File: config.mk
export PLATFORM = sky130hd
export DESIGN_NAME = qte_isqrt
export DESIGN_NICKNAME = d
export VERILOG_FILES = /design/src/qte_pkg.sv /design/src/qte_isqrt.sv
export SDC_FILE = /design/constraint.sdc
export NUM_CORES = 2
export LEC_CHECK = 0
export BUFFER_PORTS_ARGS = -buffer_cell sky130_fd_sc_hd__buf_2
export CAP_MARGIN = 20
export CORE_MARGIN = 5
export CORE_UTILIZATION = 29
export DETAILED_ROUTE_END_ITERATION = 6
export GPL_ROUTABILITY_DRIVEN = 0
export HOLD_SLACK_MARGIN = 0.05
export PLACE_DENSITY = 0.43
export RECOVER_POWER = 25
export SLEW_MARGIN = 15
export SYNTH_ARGS = -nofsm -noshare
export SYNTH_HDL_FRONTEND = slang
export SYNTH_SLANG_ARGS = --single-unit
File: constraint.sdc
create_clock -name clk -period 8.6 [get_ports clk]
set_input_delay 0.43 -clock clk [delete_from_list [all_inputs] [get_ports clk]]
set_output_delay 0.43 -clock clk [all_outputs]
set_load 0.02 [all_outputs]
File: src/qte_pkg.sv
// Package for the quaternion to Euler angle converter: types, constants and helpers.
package qte_pkg;

	localparam int SampleWidth = 16;
	localparam int CordicSteps = 16;
	localparam int ScaleShift = 28 - (SampleWidth - 2);
	// CORDIC operand width: Q28 terms span about 34 bits before scaling.
	localparam int OpWidth = 36 - ScaleShift;
	localparam int AccWidth = 34;
	localparam int SqrtBits = 29;

	typedef struct packed {
		logic signed [15:0] quat_w;
		logic signed [15:0] quat_x;
		logic signed [15:0] quat_y;
		logic signed [15:0] quat_z;
	} qte_in_t;

	typedef struct packed {
		logic signed [15:0] roll_angle;
		logic signed [15:0] pitch_angle;
		logic signed [15:0] yaw_angle;
		logic               pitch_saturated;
	} qte_out_t;

	// Arctangent of 2^-i in binary angle units with 16 extra fraction bits.
	function automatic logic signed [AccWidth-1:0] atan_unit(input logic [4:0] idx);
		logic signed [AccWidth-1:0] v;
		case (idx)
			5'd0: v = 34'sd536870912;
			5'd1: v = 34'sd316933406;
			5'd2: v = 34'sd167458907;
			5'd3: v = 34'sd85004756;
			5'd4: v = 34'sd42667331;
			5'd5: v = 34'sd21354465;
			5'd6: v = 34'sd10679838;
			5'd7: v = 34'sd5340245;
			5'd8: v = 34'sd2670163;
			5'd9: v = 34'sd1335087;
			5'd10: v = 34'sd667544;
			5'd11: v = 34'sd333772;
			5'd12: v = 34'sd166886;
			5'd13: v = 34'sd83443;
			5'd14: v = 34'sd41722;
			5'd15: v = 34'sd20861;
			5'd16: v = 34'sd10430;
			5'd17: v = 34'sd5215;
			5'd18: v = 34'sd2608;
			5'd19: v = 34'sd1304;
			5'd20: v = 34'sd652;
			5'd21: v = 34'sd326;
			5'd22: v = 34'sd163;
			5'd23: v = 34'sd81;
			default: v = '0;
		endcase
		return v;
	endfunction

endpackage

File: src/qte_isqrt.sv
// Pipelined integer square root, one result bit per stage.
module qte_isqrt (
	input  logic                          clk,
	input  logic                          en,
	input  logic [57:0]                   rad,
	output logic [qte_pkg::SqrtBits-1:0]  root
);
	import qte_pkg::*;

	logic [57:0]         r_s [SqrtBits+1];
	logic [SqrtBits-1:0] q_s [SqrtBits+1];

	always_comb begin
		r_s[0] = rad;
		q_s[0] = '0;
	end

	// Restoring square root: each stage resolves bit (SqrtBits-1-i).
	for (genvar i = 0; i < SqrtBits; i++) begin : g_bit
		localparam int B = SqrtBits - 1 - i;
		logic [57:0] trial;
		assign trial = ({29'd0, q_s[i]} << (B + 1)) + (58'd1 << (2 * B));
		always_ff @(posedge clk) begin
			if (en) begin
				if (r_s[i] >= trial) begin
					r_s[i+1] <= r_s[i] - trial;
					q_s[i+1] <= q_s[i] | (SqrtBits'(1) << B);
				end else begin
					r_s[i+1] <= r_s[i];
					q_s[i+1] <= q_s[i];
				end
			end
		end
	end

	assign root = q_s[SqrtBits];
endmodule

==> reports/results.tsv <==
stage	metric	value	unit
timing	fin crit share	0.500	
global_routing	first-pass GRT wire length	387000	µm
outcome	outcome	completed	
route	antenna-violating nets left	0	
power	LEAKAGE	41.2	nW
power	pwr dens	262	nW/µm²
timing	RSZ-0062 raised after global routing	no	
power	total power	29.6	mW
placement	Port Buffers	88	
route	Starting DRT DRC Count	4367	
setup_path	Reg2Reg Setup Slack	4300	ps
cts	CTS tree	yes	
die	Die ar.	351000	µm²
min_path	min-delay worst type	in2reg	
logic_synthesis	adder-cell share of the synthesized area	0.0584	
cts	postcts setup bufs	0	
finish	most common library cell in the layout ignoring fill and taps	edfxtp_1	
timing	max-slew violations	0	
logic_synthesis	XOR/XNOR Fraction of Synth Area	0.0638	
placement	worst slack, placed	4160	ps
logic_synthesis	Syn Inst Count	7799	
finish	final core occ	0.333	
route	routed vias	61800	
power	combinational power share	0.199	
die	CORE AREA	339000	µm²
timing	Final min period	4300	ps
cts	Root Buffer	clkbuf_16	
setup_path	Worst EP arrival	4830	ps
finish	most frequent cells in the layout	edfxtp_1 (2059), inv_1 (564), nand2_1 (510), nor2_1 (503), ha_1 (460)	
cts	CTS Buffer Depth	4	
logic_synthesis	Synth Cell Area	98500	µm²
logic_synthesis	post-synthesis mux area share	0.00879	
die	Die Ht	593	µm
die	Starting Density	0.291	
cts	clk slew on worst S/H paths	60	ps
logic_synthesis	Warnings, synthesis	0	
route	WL/cell	20.1	µm
die	I/O pin cnt	89	
setup_path	CP max FO	4	
setup_path	CP Class	reg2reg	
global_routing	vias in the first global route	61700	
global_routing	initial antenna violation count	13	
power	cell-internal power	20.8	mW
power	worst vdd ir	0.179	mV
power	sequential share of power	0.469	
logic_synthesis	syn nets	8319	
setup_path	Crit path required time	9140	ps
timing	Final Hold Viols	0	
logic_synthesis	Seq cells post-synth	2059	
global_routing	grt total ovfl	0	
setup_path	CP Launch Type	flip-flop	
finish	Syn-to-layout area delta	14.4	%
cts	Num CTS Buffers	233	
logic_synthesis	Cell variety after synth	92	
die	row count	214	
logic_synthesis	Post-Synth Simple-Gate Area	0.121	
logic_synthesis	Avg Cell Area, Syn	12.6	µm²
timing	Setup TNS	0	ps
flow_run	Max-cap violations	0	
placement	dpl hpwl	194000	µm
timing	min setup slack post-route	4300	ps
setup_path	crit end category	flip-flop	
cts	latest clock arrival within the worst-skew pair	910	ps
cts	Clock Sink Count	2059	
route	vias per cell	4.82	
timing	# setup viols final	0	
route	drt pass-1 iters	7	
timing	worst rel slew slack	0.225	
timing	skew final	108	ps
power	P_sw	8.71	mW
route	WL final	257000	µm
finish	Nets	8606	
logic_synthesis	Main synth FF type	edfxtp_1	
logic_synthesis	largest family of logic cells by synthesized area	simple AND/OR/NAND/NOR gates	
power	Switching Share	0.295	
logic_synthesis	asr flop ratio synth	0	
timing	worst slew pin tran	1160	ps
logic_synthesis	number of synthesized flops with an enable pin	2059	
timing	achievable frequency	0.233	GHz
route	remaining routing DRC violations	0	
global_routing	all-layer global routing usage	0.142	
die	Die Wd	593	µm
cts	htree depth	4	
finish	layout cells sized above 1	0.0778	
power	Clock power frac	0.332	
logic_synthesis	Synth Area in Compound Gates	0.0924	
finish	Filler Cell Count	33600	
logic_synthesis	sequential-to-total area share from yosys stat	0.628	
global_routing	largest net degree at the start of global routing	203	
[per-layer routing]
metal / global-route usage / vias up / wire [µm]
li1: - / 29900 / -
met1: 0.189 / 30500 / 116000
met2: 0.246 / 1169 / 126000
met3: 0.0175 / 337 / 9050
met4: 0.0353 / 0 / 6040
met5: 0 / - / 0
[worst paths after layout]
path / from / endpoint / depth (start not counted)
max: r_s[480] / r_s[462] / 10
min: rad[39] / r_s[1663] / 2
max reg2reg: r_s[480] / r_s[462] / 10
min reg2reg: r_s[409] / r_s[351] / 0
[cells in the mapped netlist, types with 123 or more instances]
library cell	number	area [µm²]
nand4_1	123	769
clkbuf_1	124	465
inv_1	564	2120
ha_1	460	5760
xor2_1	345	3020
nor4_1	270	1690
nor2_1	506	1900
nor3_1	210	1050
xnor2_1	373	3270
a21oi_1	452	2260
o21ai_0	385	1930
nand3_1	134	671
a21o_1	164	1230
nand2_1	510	1910
edfxtp_1	2059	61800
[stage by stage]
stage | std cells | hold WS (ps) | instance area, µm²
final | 12800 | 221 | 113000
after global routing | 12800 | 148 | 113000
after CTS | 12800 | 105 | 113000
after detailed placement | 12300 | 426 | 105000
after global placement | 12300 | 430 | 105000
after floorplan | 7799 | 417 | 98500
[kinds of logic after synthesis]
family / after synthesis
muxes: 78
buffers and inverters: 720
DFF: 2059
AOI/OAI and AO/OA: 1464
adders and majority gates: 460
and+or+nand+nor: 2300
xor gates and xnor gates: 718
[worst max-delay path, stage by stage, from the launching register on]
cell	delay [ps]
edfxtp_1	420
ha_1	360
nor2b_1	160
o31a_1	280
o221a_2	260
o22ai_1	460
o21ai_0	350
a2111oi_0	930
nand3_1	330
nor4_1	330
xor2_1	140
[layout make-up]
cell class	instances	area [µm²]	share of cell area
flip-flops and latches	2059	61800	0.549
multi-input cells	5020	34000	0.302
clock buffers	278	6020	0.0534
well taps	4536	5680	0.0504
inverters	567	2130	0.0189
repair buffers	205	1580	0.0141
clock inverters	149	1460	0.0129
diodes	4	10.0	0.0000888
[state kept, by name, indices dropped and copies added, names as in the netlist]
signal,count
q_s,406
r_s,1624
root,29
[power by group through the flow]
stage | registers, mW | clock network [mW] | logic [mW]
after floorplan | 13.5 | 0 | 4.28
after global placement | 14.1 | 0 | 5.84
after detailed placement | 14.1 | 0 | 5.85
after CTS | 13.9 | 10.2 | 5.91
after global routing | 14.0 | 10.6 | 6.56
final | 13.9 | 9.81 | 5.89
[what timing repair did]
item,CTS,global route
resized for setup,0,0
hold buffers,60,0
hold endpoints to repair,132,0
setup endpoints to repair,0,0
(Power assumes the default switching activity.)
